File: src/sv/rhcl_pkg.sv
// shared definitions for the rgb to hue / chroma / lightness unit
// default widths, sextant base codes and the sextant offset decoder; no dependencies
package rhcl_pkg;

    localparam int CHANNEL_BITS_DEF      = 8;
    localparam int HUE_FRACTION_BITS_DEF = 8;
    localparam int BASE_BITS             = 2;
    localparam int OFFSET_BITS           = 3;

    // channel holding the maximum, red split by the sign of green minus blue
    typedef enum logic [BASE_BITS-1:0] {
        BASE_RED_LOW  = 2'd0,
        BASE_GREEN    = 2'd1,
        BASE_BLUE     = 2'd2,
        BASE_RED_HIGH = 2'd3
    } t_base;

    // base minus one sextant, modulo eight sextants
    function automatic logic [OFFSET_BITS-1:0] hue_offset(input t_base base);
        logic [OFFSET_BITS-1:0] off;
        unique case (base)
            BASE_RED_LOW:  off = 3'd7;
            BASE_GREEN:    off = 3'd1;
            BASE_BLUE:     off = 3'd3;
            BASE_RED_HIGH: off = 3'd5;
            default:       off = 3'd0;
        endcase
        return off;
    endfunction

endpackage

File: src/sv/rhcl_pix_if.sv
// pixel input channel: valid / ready handshake with red, green and blue
// depends on rhcl_pkg for the default channel width
interface rhcl_pix_if
    import rhcl_pkg::*;
#(
    parameter int CHANNEL_BITS = CHANNEL_BITS_DEF
) ();
    logic                    valid;
    logic                    ready;
    logic [CHANNEL_BITS-1:0] red;
    logic [CHANNEL_BITS-1:0] green;
    logic [CHANNEL_BITS-1:0] blue;

    modport source (output valid, output red, output green, output blue, input ready);
    modport sink   (input valid, input red, input green, input blue, output ready);
endinterface

File: src/sv/rhcl_hcl_if.sv
// result channel: valid / ready handshake with hue, chroma, lightness and gray flag
// depends on rhcl_pkg for the default widths
interface rhcl_hcl_if
    import rhcl_pkg::*;
#(
    parameter int CHANNEL_BITS      = CHANNEL_BITS_DEF,
    parameter int HUE_FRACTION_BITS = HUE_FRACTION_BITS_DEF
) ();
    logic                           valid;
    logic                           ready;
    logic [HUE_FRACTION_BITS+2:0]   hue;
    logic [CHANNEL_BITS-1:0]        chroma;
    logic [CHANNEL_BITS:0]          lightness_twice;
    logic                           is_gray;

    modport source (output valid, output hue, output chroma, output lightness_twice,
                    output is_gray, input ready);
    modport sink   (input valid, input hue, input chroma, input lightness_twice,
                    input is_gray, output ready);
endinterface

File: src/sv/rhcl_div.sv
// pipelined restoring divider, one quotient bit per register stage
// carries divisor and a side payload along with each beat; no dependencies
module rhcl_div #(
    parameter int W      = 8,
    parameter int QB     = 10,
    parameter int SIDE_W = 12
) (
    input  logic              i_clk,
    input  logic              i_rst_n,
    input  logic              i_en,
    input  logic              i_valid,
    input  logic [W-1:0]      i_rem,
    input  logic [QB-1:0]     i_low,
    input  logic [W-1:0]      i_div,
    input  logic [SIDE_W-1:0] i_side,
    output logic              o_valid,
    output logic [QB-1:0]     o_quot,
    output logic [W-1:0]      o_div,
    output logic [SIDE_W-1:0] o_side
);

    logic              r_valid [QB];
    logic [W-1:0]      r_rem   [QB];
    logic [QB-1:0]     r_low   [QB];
    logic [W-1:0]      r_div   [QB];
    logic [SIDE_W-1:0] r_side  [QB];

    genvar j;
    for (j = 0; j < QB; j++) begin : g_stage
        logic              v_in;
        logic [W-1:0]      rem_in;
        logic [QB-1:0]     low_in;
        logic [W-1:0]      div_in;
        logic [SIDE_W-1:0] side_in;
        logic [W:0]        trial;
        logic [W:0]        n_rem;
        logic [QB-1:0]     n_low;
        logic              ge;

        if (j == 0) begin : g_first
            assign v_in    = i_valid;
            assign rem_in  = i_rem;
            assign low_in  = i_low;
            assign div_in  = i_div;
            assign side_in = i_side;
        end else begin : g_next
            assign v_in    = r_valid[j-1];
            assign rem_in  = r_rem[j-1];
            assign low_in  = r_low[j-1];
            assign div_in  = r_div[j-1];
            assign side_in = r_side[j-1];
        end

        // partial remainder stays below the divisor, dividend bits leave at the top
        assign trial = {rem_in, low_in[QB-1]};
        assign ge    = trial >= {1'b0, div_in};
        assign n_rem = ge ? trial - {1'b0, div_in} : trial;
        assign n_low = {low_in[QB-2:0], ge};

        always_ff @(posedge i_clk) begin
            if (!i_rst_n) begin
                r_valid[j] <= 1'b0;
            end else if (i_en) begin
                r_valid[j] <= v_in;
            end
        end

        always_ff @(posedge i_clk) begin
            if (i_en) begin
                r_rem[j]  <= n_rem[W-1:0];
                r_low[j]  <= n_low;
                r_div[j]  <= div_in;
                r_side[j] <= side_in;
            end
        end
    end

    assign o_valid = r_valid[QB-1];
    assign o_quot  = r_low[QB-1];
    assign o_div   = r_div[QB-1];
    assign o_side  = r_side[QB-1];

endmodule

File: src/sv/rgb_to_hue_chroma_lightness_unit.sv
// One RGB pixel per clock in, one hue / chroma / lightness result per clock out. One
// stage finds max, min and the hue base, HUE_FRACTION_BITS + 2 divider stages each
// resolve one quotient bit of the hue fraction, and one stage adds the sextant base. Hue
// counts 2^HUE_FRACTION_BITS units per sextant, truncated; gray pixels give hue 0 with
// is_gray set. A stall on the output holds the whole pipeline, and input ready is high
// while the output register is empty or output ready is high.
// depends on rhcl_pkg, rhcl_pix_if, rhcl_hcl_if and rhcl_div
module rgb_to_hue_chroma_lightness_unit
    import rhcl_pkg::*;
#(
    parameter int CHANNEL_BITS      = CHANNEL_BITS_DEF,
    parameter int HUE_FRACTION_BITS = HUE_FRACTION_BITS_DEF
) (
    input  logic        i_clk,
    input  logic        i_rst_n,
    rhcl_pix_if.sink    i_pix,
    rhcl_hcl_if.source  o_hcl
);

    localparam int W      = CHANNEL_BITS;
    localparam int F      = HUE_FRACTION_BITS;
    localparam int QB     = F + 2;
    localparam int HW     = F + 3;
    localparam int SIDE_W = W + 1 + 1 + BASE_BITS;

    logic en;

    logic          r_o_valid;
    logic [HW-1:0] r_o_hue;
    logic [W-1:0]  r_o_c;
    logic [W:0]    r_o_sum;
    logic          r_o_gray;

    // stage a: max, min, base and difference operands
    logic [W-1:0] red, green, blue;
    logic         red_max, green_max;
    logic [W-1:0] mx, mn, pos, neg;
    t_base        base;

    logic         r_a_valid;
    logic [W-1:0] r_a_c;
    logic [W:0]   r_a_sum;
    t_base        r_a_base;
    logic [W-1:0] r_a_pos;
    logic [W-1:0] r_a_neg;
    logic         r_a_gray;

    assign en          = !r_o_valid || o_hcl.ready;
    assign i_pix.ready = en;

    assign red   = i_pix.red;
    assign green = i_pix.green;
    assign blue  = i_pix.blue;

    always_comb begin
        red_max   = (red >= green) && (red >= blue);
        green_max = !red_max && (green >= blue);
        if (red_max) begin
            mx   = red;
            pos  = green;
            neg  = blue;
            base = (green >= blue) ? BASE_RED_LOW : BASE_RED_HIGH;
        end else if (green_max) begin
            mx   = green;
            pos  = blue;
            neg  = red;
            base = BASE_GREEN;
        end else begin
            mx   = blue;
            pos  = red;
            neg  = green;
            base = BASE_BLUE;
        end
        if ((red <= green) && (red <= blue)) begin
            mn = red;
        end else if (green <= blue) begin
            mn = green;
        end else begin
            mn = blue;
        end
    end

    always_ff @(posedge i_clk) begin
        if (!i_rst_n) begin
            r_a_valid <= 1'b0;
        end else if (en) begin
            r_a_valid <= i_pix.valid;
        end
    end

    always_ff @(posedge i_clk) begin
        if (en) begin
            r_a_c    <= mx - mn;
            r_a_sum  <= {1'b0, mx} + {1'b0, mn};
            r_a_base <= base;
            r_a_pos  <= pos;
            r_a_neg  <= neg;
            r_a_gray <= (mx == mn);
        end
    end

    // difference plus chroma lies in 0..2c, so its top bits start below the divisor
    logic [W:0]        shifted;
    logic [W-1:0]      div_rem;
    logic [QB-1:0]     div_low;
    logic [SIDE_W-1:0] div_side;

    assign shifted  = {1'b0, r_a_pos} + {1'b0, r_a_c} - {1'b0, r_a_neg};
    assign div_rem  = {1'b0, shifted[W:2]};
    assign div_low  = {shifted[1:0], {F{1'b0}}};
    assign div_side = {r_a_sum, r_a_gray, r_a_base};

    logic              q_valid;
    logic [QB-1:0]     q_quot;
    logic [W-1:0]      q_c;
    logic [SIDE_W-1:0] q_side;

    rhcl_div #(
        .W      (W),
        .QB     (QB),
        .SIDE_W (SIDE_W)
    ) u_div (
        .i_clk   (i_clk),
        .i_rst_n (i_rst_n),
        .i_en    (en),
        .i_valid (r_a_valid),
        .i_rem   (div_rem),
        .i_low   (div_low),
        .i_div   (r_a_c),
        .i_side  (div_side),
        .o_valid (q_valid),
        .o_quot  (q_quot),
        .o_div   (q_c),
        .o_side  (q_side)
    );

    // output stage: add sextant base, wrap modulo eight sextants, force hue 0 for gray
    logic [W:0]    q_sum;
    logic          q_gray;
    t_base         q_base;
    logic [HW-1:0] hue_sum;

    assign q_sum   = q_side[SIDE_W-1 -: W+1];
    assign q_gray  = q_side[BASE_BITS];
    assign q_base  = t_base'(q_side[BASE_BITS-1:0]);
    assign hue_sum = {1'b0, q_quot} + {hue_offset(q_base), {F{1'b0}}};

    always_ff @(posedge i_clk) begin
        if (!i_rst_n) begin
            r_o_valid <= 1'b0;
        end else if (en) begin
            r_o_valid <= q_valid;
        end
    end

    always_ff @(posedge i_clk) begin
        if (en) begin
            r_o_hue  <= q_gray ? '0 : hue_sum;
            r_o_c    <= q_c;
            r_o_sum  <= q_sum;
            r_o_gray <= q_gray;
        end
    end

    assign o_hcl.valid           = r_o_valid;
    assign o_hcl.hue             = r_o_hue;
    assign o_hcl.chroma          = r_o_c;
    assign o_hcl.lightness_twice = r_o_sum;
    assign o_hcl.is_gray         = r_o_gray;

endmodule
File: src/flat_wrapper.sv
// flat-port wrapper written by rule: the top's interface ports become plain ports
module rgb_to_hue_chroma_lightness_unit_flat import rhcl_pkg::*;
#(
    parameter int CHANNEL_BITS      = CHANNEL_BITS_DEF,
    parameter int HUE_FRACTION_BITS = HUE_FRACTION_BITS_DEF
)
  (i_clk, i_rst_n, i_pix_valid, i_pix_red, i_pix_green, i_pix_blue, i_pix_ready, o_hcl_valid, o_hcl_hue, o_hcl_chroma, o_hcl_lightness_twice, o_hcl_is_gray, o_hcl_ready);
  rhcl_pix_if #(.CHANNEL_BITS(CHANNEL_BITS)) i_pix_i ();
  rhcl_hcl_if #(.CHANNEL_BITS(CHANNEL_BITS), .HUE_FRACTION_BITS(HUE_FRACTION_BITS)) o_hcl_i ();
  input  logic i_clk;
  input  logic i_rst_n;
  input wire logic [$bits(i_pix_i.valid)-1:0] i_pix_valid;
  input wire logic [$bits(i_pix_i.red)-1:0] i_pix_red;
  input wire logic [$bits(i_pix_i.green)-1:0] i_pix_green;
  input wire logic [$bits(i_pix_i.blue)-1:0] i_pix_blue;
  output wire logic [$bits(i_pix_i.ready)-1:0] i_pix_ready;
  output wire logic [$bits(o_hcl_i.valid)-1:0] o_hcl_valid;
  output wire logic [$bits(o_hcl_i.hue)-1:0] o_hcl_hue;
  output wire logic [$bits(o_hcl_i.chroma)-1:0] o_hcl_chroma;
  output wire logic [$bits(o_hcl_i.lightness_twice)-1:0] o_hcl_lightness_twice;
  output wire logic [$bits(o_hcl_i.is_gray)-1:0] o_hcl_is_gray;
  input wire logic [$bits(o_hcl_i.ready)-1:0] o_hcl_ready;
  assign i_pix_i.valid = i_pix_valid;
  assign i_pix_i.red = i_pix_red;
  assign i_pix_i.green = i_pix_green;
  assign i_pix_i.blue = i_pix_blue;
  assign i_pix_ready = i_pix_i.ready;
  assign o_hcl_valid = o_hcl_i.valid;
  assign o_hcl_hue = o_hcl_i.hue;
  assign o_hcl_chroma = o_hcl_i.chroma;
  assign o_hcl_lightness_twice = o_hcl_i.lightness_twice;
  assign o_hcl_is_gray = o_hcl_i.is_gray;
  assign o_hcl_i.ready = o_hcl_ready;
  rgb_to_hue_chroma_lightness_unit #(.CHANNEL_BITS(CHANNEL_BITS), .HUE_FRACTION_BITS(HUE_FRACTION_BITS)) u_core (.i_clk(i_clk), .i_rst_n(i_rst_n), .i_pix(i_pix_i), .o_hcl(o_hcl_i));
endmodule
File: config.mk
export PLATFORM = sky130hd
export DESIGN_NAME = rgb_to_hue_chroma_lightness_unit_flat
export DESIGN_NICKNAME = d
export VERILOG_FILES = /design/src/sv/rhcl_pkg.sv /design/src/sv/rhcl_pix_if.sv /design/src/sv/rhcl_hcl_if.sv /design/src/sv/rhcl_div.sv /design/src/sv/rgb_to_hue_chroma_lightness_unit.sv /design/src/flat_wrapper.sv
export SDC_FILE = /design/constraint.sdc
export NUM_CORES = 1
export LEC_CHECK = 0
export ABC_CLOCK_PERIOD_IN_PS = 12650
export BUFFER_PORTS_ARGS = -buffer_cell sky130_fd_sc_hd__buf_2
export CAP_MARGIN = 20
export CELL_PAD_IN_SITES_DETAIL_PLACEMENT = 2
export CELL_PAD_IN_SITES_GLOBAL_PLACEMENT = 2
export CORE_MARGIN = 3
export CORE_UTILIZATION = 42
export DETAILED_ROUTE_END_ITERATION = 16
export PLACE_DENSITY_LB_ADDON = 0.1
export SETUP_SLACK_MARGIN = 0.1
export SLEW_MARGIN = 20
export SYNTH_ARGS = -nofsm -noshare
export SYNTH_HDL_FRONTEND = slang
export SYNTH_HIERARCHICAL = 1
export SYNTH_SLANG_ARGS = --single-unit
File: constraint.sdc
create_clock -name i_clk -period 12.65 [get_ports i_clk]
set_clock_uncertainty 0.15 [all_clocks]
set_input_delay 0.6325 -clock i_clk [delete_from_list [all_inputs] [get_ports i_clk]]
set_output_delay 0.6325 -clock i_clk [all_outputs]
set_load 0.1 [all_outputs]
==> flow_summary.rst <==
.. list-table::
   :header-rows: 1

   * - Metric
     - Value
   * - Status
     - finished, final reports clean
   * - Kind of end point of the critical path
     - flop
   * - Std-Cell Rows
     - 81
   * - Maximum Capacitance Violations
     - 0
   * - Yosys warns
     - 6
   * - # DRC
     - 0
   * - Time the final worst path needs with I/O delays and setup
     - 4.90 ns
   * - Cts bufs inserted
     - 48
   * - Clock Sink Count
     - 448
   * - Setup repair after global routing missed its margin
     - false
   * - Maximum clock rate
     - 0.204 GHz
   * - Synthesized area divided by synthesized cell count
     - 14.4 um^2
   * - CTS HTree Levels
     - 2
   * - Floorplan Core Area
     - 0.0492 mm^2
   * - Leading cell types in the layout, fill and taps excluded
     - sky130_fd_sc_hd__edfxtp_1, sky130_fd_sc_hd__inv_1, sky130_fd_sc_hd__ha_1
   * - Share of flip-flops with an asynchronous set or reset
     - 0
   * - Ratio of routed vias to standard cells
     - 5.26
   * - Relative max-transition margin
     - 0.292
   * - Critical path fanouts, max
     - 9
   * - Final routed wirelength across all metal layers
     - 48900 um
   * - Clock tree from TritonCTS
     - done
   * - Total standard cell area after synthesis
     - 0.0210 mm^2
   * - Launching element type of the critical path
     - flop
   * - Wire length of the first global-routing pass
     - 77200 um
   * - Area enclosed by the die boundary
     - 0.0527 mm^2
   * - Cells after Synth
     - 1453
   * - CP max stage delay
     - 0.54 ns
   * - Detailed placement HPWL
     - 35000 um
   * - Number of antenna violations at the first check in global routing
     - 0
   * - Pin count of the biggest net entering global routing
     - 182
   * - Number of global-route vias before repair
     - 13380
   * - Final count of negative-setup-slack endpoints
     - 0
   * - Number of I/O pins
     - 59
   * - CP cell instances
     - inv_1 > fa_1 > inv_1 > ha_1 > nor2b_1 > o21ai_0 > a21oi_1 > or4_1 > o21ai_0 > xor2_1 > ha_1 > nand3_1 > nor3_1 > a2111oi_0 > o21a_1 > mux2_2
   * - Root Buffer
     - sky130_fd_sc_hd__clkbuf_16
   * - Y dimension of the die
     - 230 um
   * - Count of pins over their slew limit
     - 0
   * - Number of enable flip-flop cells after synthesis
     - 445
   * - TNS Setup
     - 0 ns
   * - Overall die width
     - 230 um
   * - Cells resized by post-CTS repair
     - 0
   * - Global placement routability congestion
     - 0.776
   * - Antenna-violating nets left
     - 0
   * - Overall routing resource usage
     - 0.188
   * - Initial Utilization
     - 0.427
   * - Worst slew pin tran
     - 1.06 ns
   * - Hold WC Path Type
     - primary input to flop
   * - Area growth from synthesis to layout
     - 12.4%
   * - Number of hold-repair buffers added at the cts stage
     - 0
   * - Sequential area share after synthesis
     - 0.639
   * - Post-layout net count
     - 1728
   * - Unique cell type count in the Yosys netlist
     - 69
   * - Flop and latch count out of synthesis
     - 448
   * - Length of the first detailed-routing pass in iterations
     - 5
   * - Prevailing post-synth register cell
     - sky130_fd_sc_hd__edfxtp_1
   * - Wire length per cell after detailed routing
     - 21.8 um
   * - Most common cell after layout, fill and taps aside
     - sky130_fd_sc_hd__edfxtp_1
   * - Required arrival time at the worst endpoint
     - 12.84 ns
   * - Start-to-end type of the worst setup path
     - flop to flop
   * - Total setup buffers inserted after CTS
     - 0
   * - Maximum count of clock buffers along a single path
     - 3
   * - Detailed Route Iter0 Violations
     - 590
   * - Critical-path top delay cell
     - sky130_fd_sc_hd__fa_1
   * - Final Cycle Share
     - 0.387
   * - Final global-route overflow total
     - 0
   * - Count of endpoints failing hold in the final timing report
     - 0
   * - Total of buffers placed on input and output ports
     - 58
   * - Worst-Skew Late Latency
     - 0.60 ns
   * - Clock input transition at the sequential cells of the worst setup and hold paths
     - 0.06 ns
   * - Arrival time worst endpoint
     - 5.08 ns
   * - Count of antenna diodes in the layout
     - 0
   * - Routed via count
     - 11833
   * - Proportion of layout cells with a drive suffix above 1
     - 0.138
flip-flops by register name, indices dropped and copies added, names as in the netlist:
signal                        flops
u_core/u_div/r_side             120
u_core/r_a_valid                  1
u_core/o_hcl.is_gray              1
u_core/r_a_base                   2
u_core/o_hcl.hue                 11
u_core/o_hcl.lightness_twice      9
u_core/o_hcl.valid                1
u_core/u_div/r_rem               72
u_core/o_hcl.chroma               8
u_core/u_div/r_valid             10
u_core/r_a_sum                    8
u_core/u_div/r_low              100
u_core/r_a_c                      8
u_core/r_a_gray                   1
u_core/u_div/r_div               80
u_core/r_a_pos                    8
u_core/r_a_neg                    8
synth_stat cells (4+ instances only):
master | n | share of area
sky130_fd_sc_hd__ha_1 | 133 | 0.079
sky130_fd_sc_hd__nand3_1 | 16 | 0.0038
sky130_fd_sc_hd__nand4_1 | 6 | 0.0018
sky130_fd_sc_hd__a21oi_1 | 73 | 0.017
sky130_fd_sc_hd__buf_4 | 6 | 0.0021
sky130_fd_sc_hd__o21bai_1 | 5 | 0.0018
sky130_fd_sc_hd__nor4_1 | 9 | 0.0027
sky130_fd_sc_hd__o311a_1 | 6 | 0.0029
sky130_fd_sc_hd__xnor2_1 | 36 | 0.015
sky130_fd_sc_hd__a211oi_2 | 5 | 0.0030
sky130_fd_sc_hd__nor3_1 | 30 | 0.0072
sky130_fd_sc_hd__or2_2 | 4 | 0.0012
sky130_fd_sc_hd__a21oi_2 | 4 | 0.0017
sky130_fd_sc_hd__o31a_1 | 7 | 0.0029
sky130_fd_sc_hd__a21o_1 | 32 | 0.011
sky130_fd_sc_hd__nand2_1 | 13 | 0.0023
sky130_fd_sc_hd__a211oi_1 | 10 | 0.0036
sky130_fd_sc_hd__and3_1 | 16 | 0.0048
sky130_fd_sc_hd__clkbuf_2 | 6 | 0.0014
sky130_fd_sc_hd__nand2b_1 | 22 | 0.0066
sky130_fd_sc_hd__a211o_1 | 14 | 0.0058
sky130_fd_sc_hd__inv_1 | 178 | 0.032
sky130_fd_sc_hd__fa_1 | 20 | 0.019
sky130_fd_sc_hd__xor2_1 | 11 | 0.0046
sky130_fd_sc_hd__edfxtp_1 | 445 | 0.64
sky130_fd_sc_hd__a2111oi_0 | 6 | 0.0025
sky130_fd_sc_hd__clkbuf_1 | 10 | 0.0018
sky130_fd_sc_hd__o21ai_0 | 23 | 0.0055
sky130_fd_sc_hd__mux2_2 | 54 | 0.029
sky130_fd_sc_hd__o21a_1 | 16 | 0.0057
sky130_fd_sc_hd__mux2i_1 | 60 | 0.029
sky130_fd_sc_hd__a311o_1 | 8 | 0.0038
sky130_fd_sc_hd__nor2b_1 | 28 | 0.0083
sky130_fd_sc_hd__nor2_1 | 83 | 0.015
stage by stage:
step	util	instance area [um^2]	hold slack (ns)	worst slack [ns]	std cells
floorplan	-	21000	0.250	4.95	1461
global placement	0.448	22000	0.250	7.58	2161
detailed placement	0.448	22000	0.255	7.43	2161
CTS	0.480	23600	0.149	7.68	2249
global route	0.480	23600	0.194	7.33	2249
finish	0.480	23600	0.177	7.75	2249
final timing paths:
| path | slack (ns) | cells after the start | from | endpoint |
|---|---|---|---|---|
| max | 7.75 | 16 | u_core/r_a_c[2] | u_core/u_div/r_rem[0][3] |
| min | 0.18 | 3 | i_pix_valid | u_core/r_a_valid |
| max reg2reg | 7.75 | 16 | u_core/r_a_c[2] | u_core/u_div/r_rem[0][3] |
| min reg2reg | 0.26 | 0 | u_core/u_div/r_side[2][4] | u_core/u_div/r_side[3][4] |
per-layer routing:
layer  GRT usage  routed length, um
met1       0.208              19100
met5           0                  0
met2       0.359              26700
met3      0.0245               1140
met4      0.0806               2060
worst max-delay path, delay by kind of cell, from the launching register on:
| kind | cells | cell delay (ns) |
|---|---|---|
| AOI/OAI and AO/OA | 5 | 1.30 |
| xor gates and xnor gates | 1 | 0.26 |
| adders and majority gates | 3 | 1.20 |
| buffers and inverters | 2 | 0.14 |
| DFF | 1 | 0.42 |
| muxes | 1 | 0.40 |
| and+or+nand+nor | 4 | 0.77 |
area by class of cell:
class | count | area [um^2]
multi-input combinational | 806 | 6770
timing repair buffer | 64 | 352
tap | 664 | 831
clock buffer | 62 | 1270
sequential | 448 | 13400
inverter | 179 | 672
fill | 4671 | 25600
clock inverter | 26 | 279
cell families after synthesis:
logic type / count (synthesis) / share of synthesized area
mux: 118 / 0.0603
other cells: 1 / 0.000179
simple gates: 239 / 0.0582
fa+ha+maj: 153 / 0.0984
xor+xnor: 47 / 0.0196
buf+inv: 207 / 0.0397
flops: 448 / 0.639
compound gates: 240 / 0.0842
Power is not shown: default switching activity piles up to over one toggle a cycle in this logic, so the estimate is an artifact.
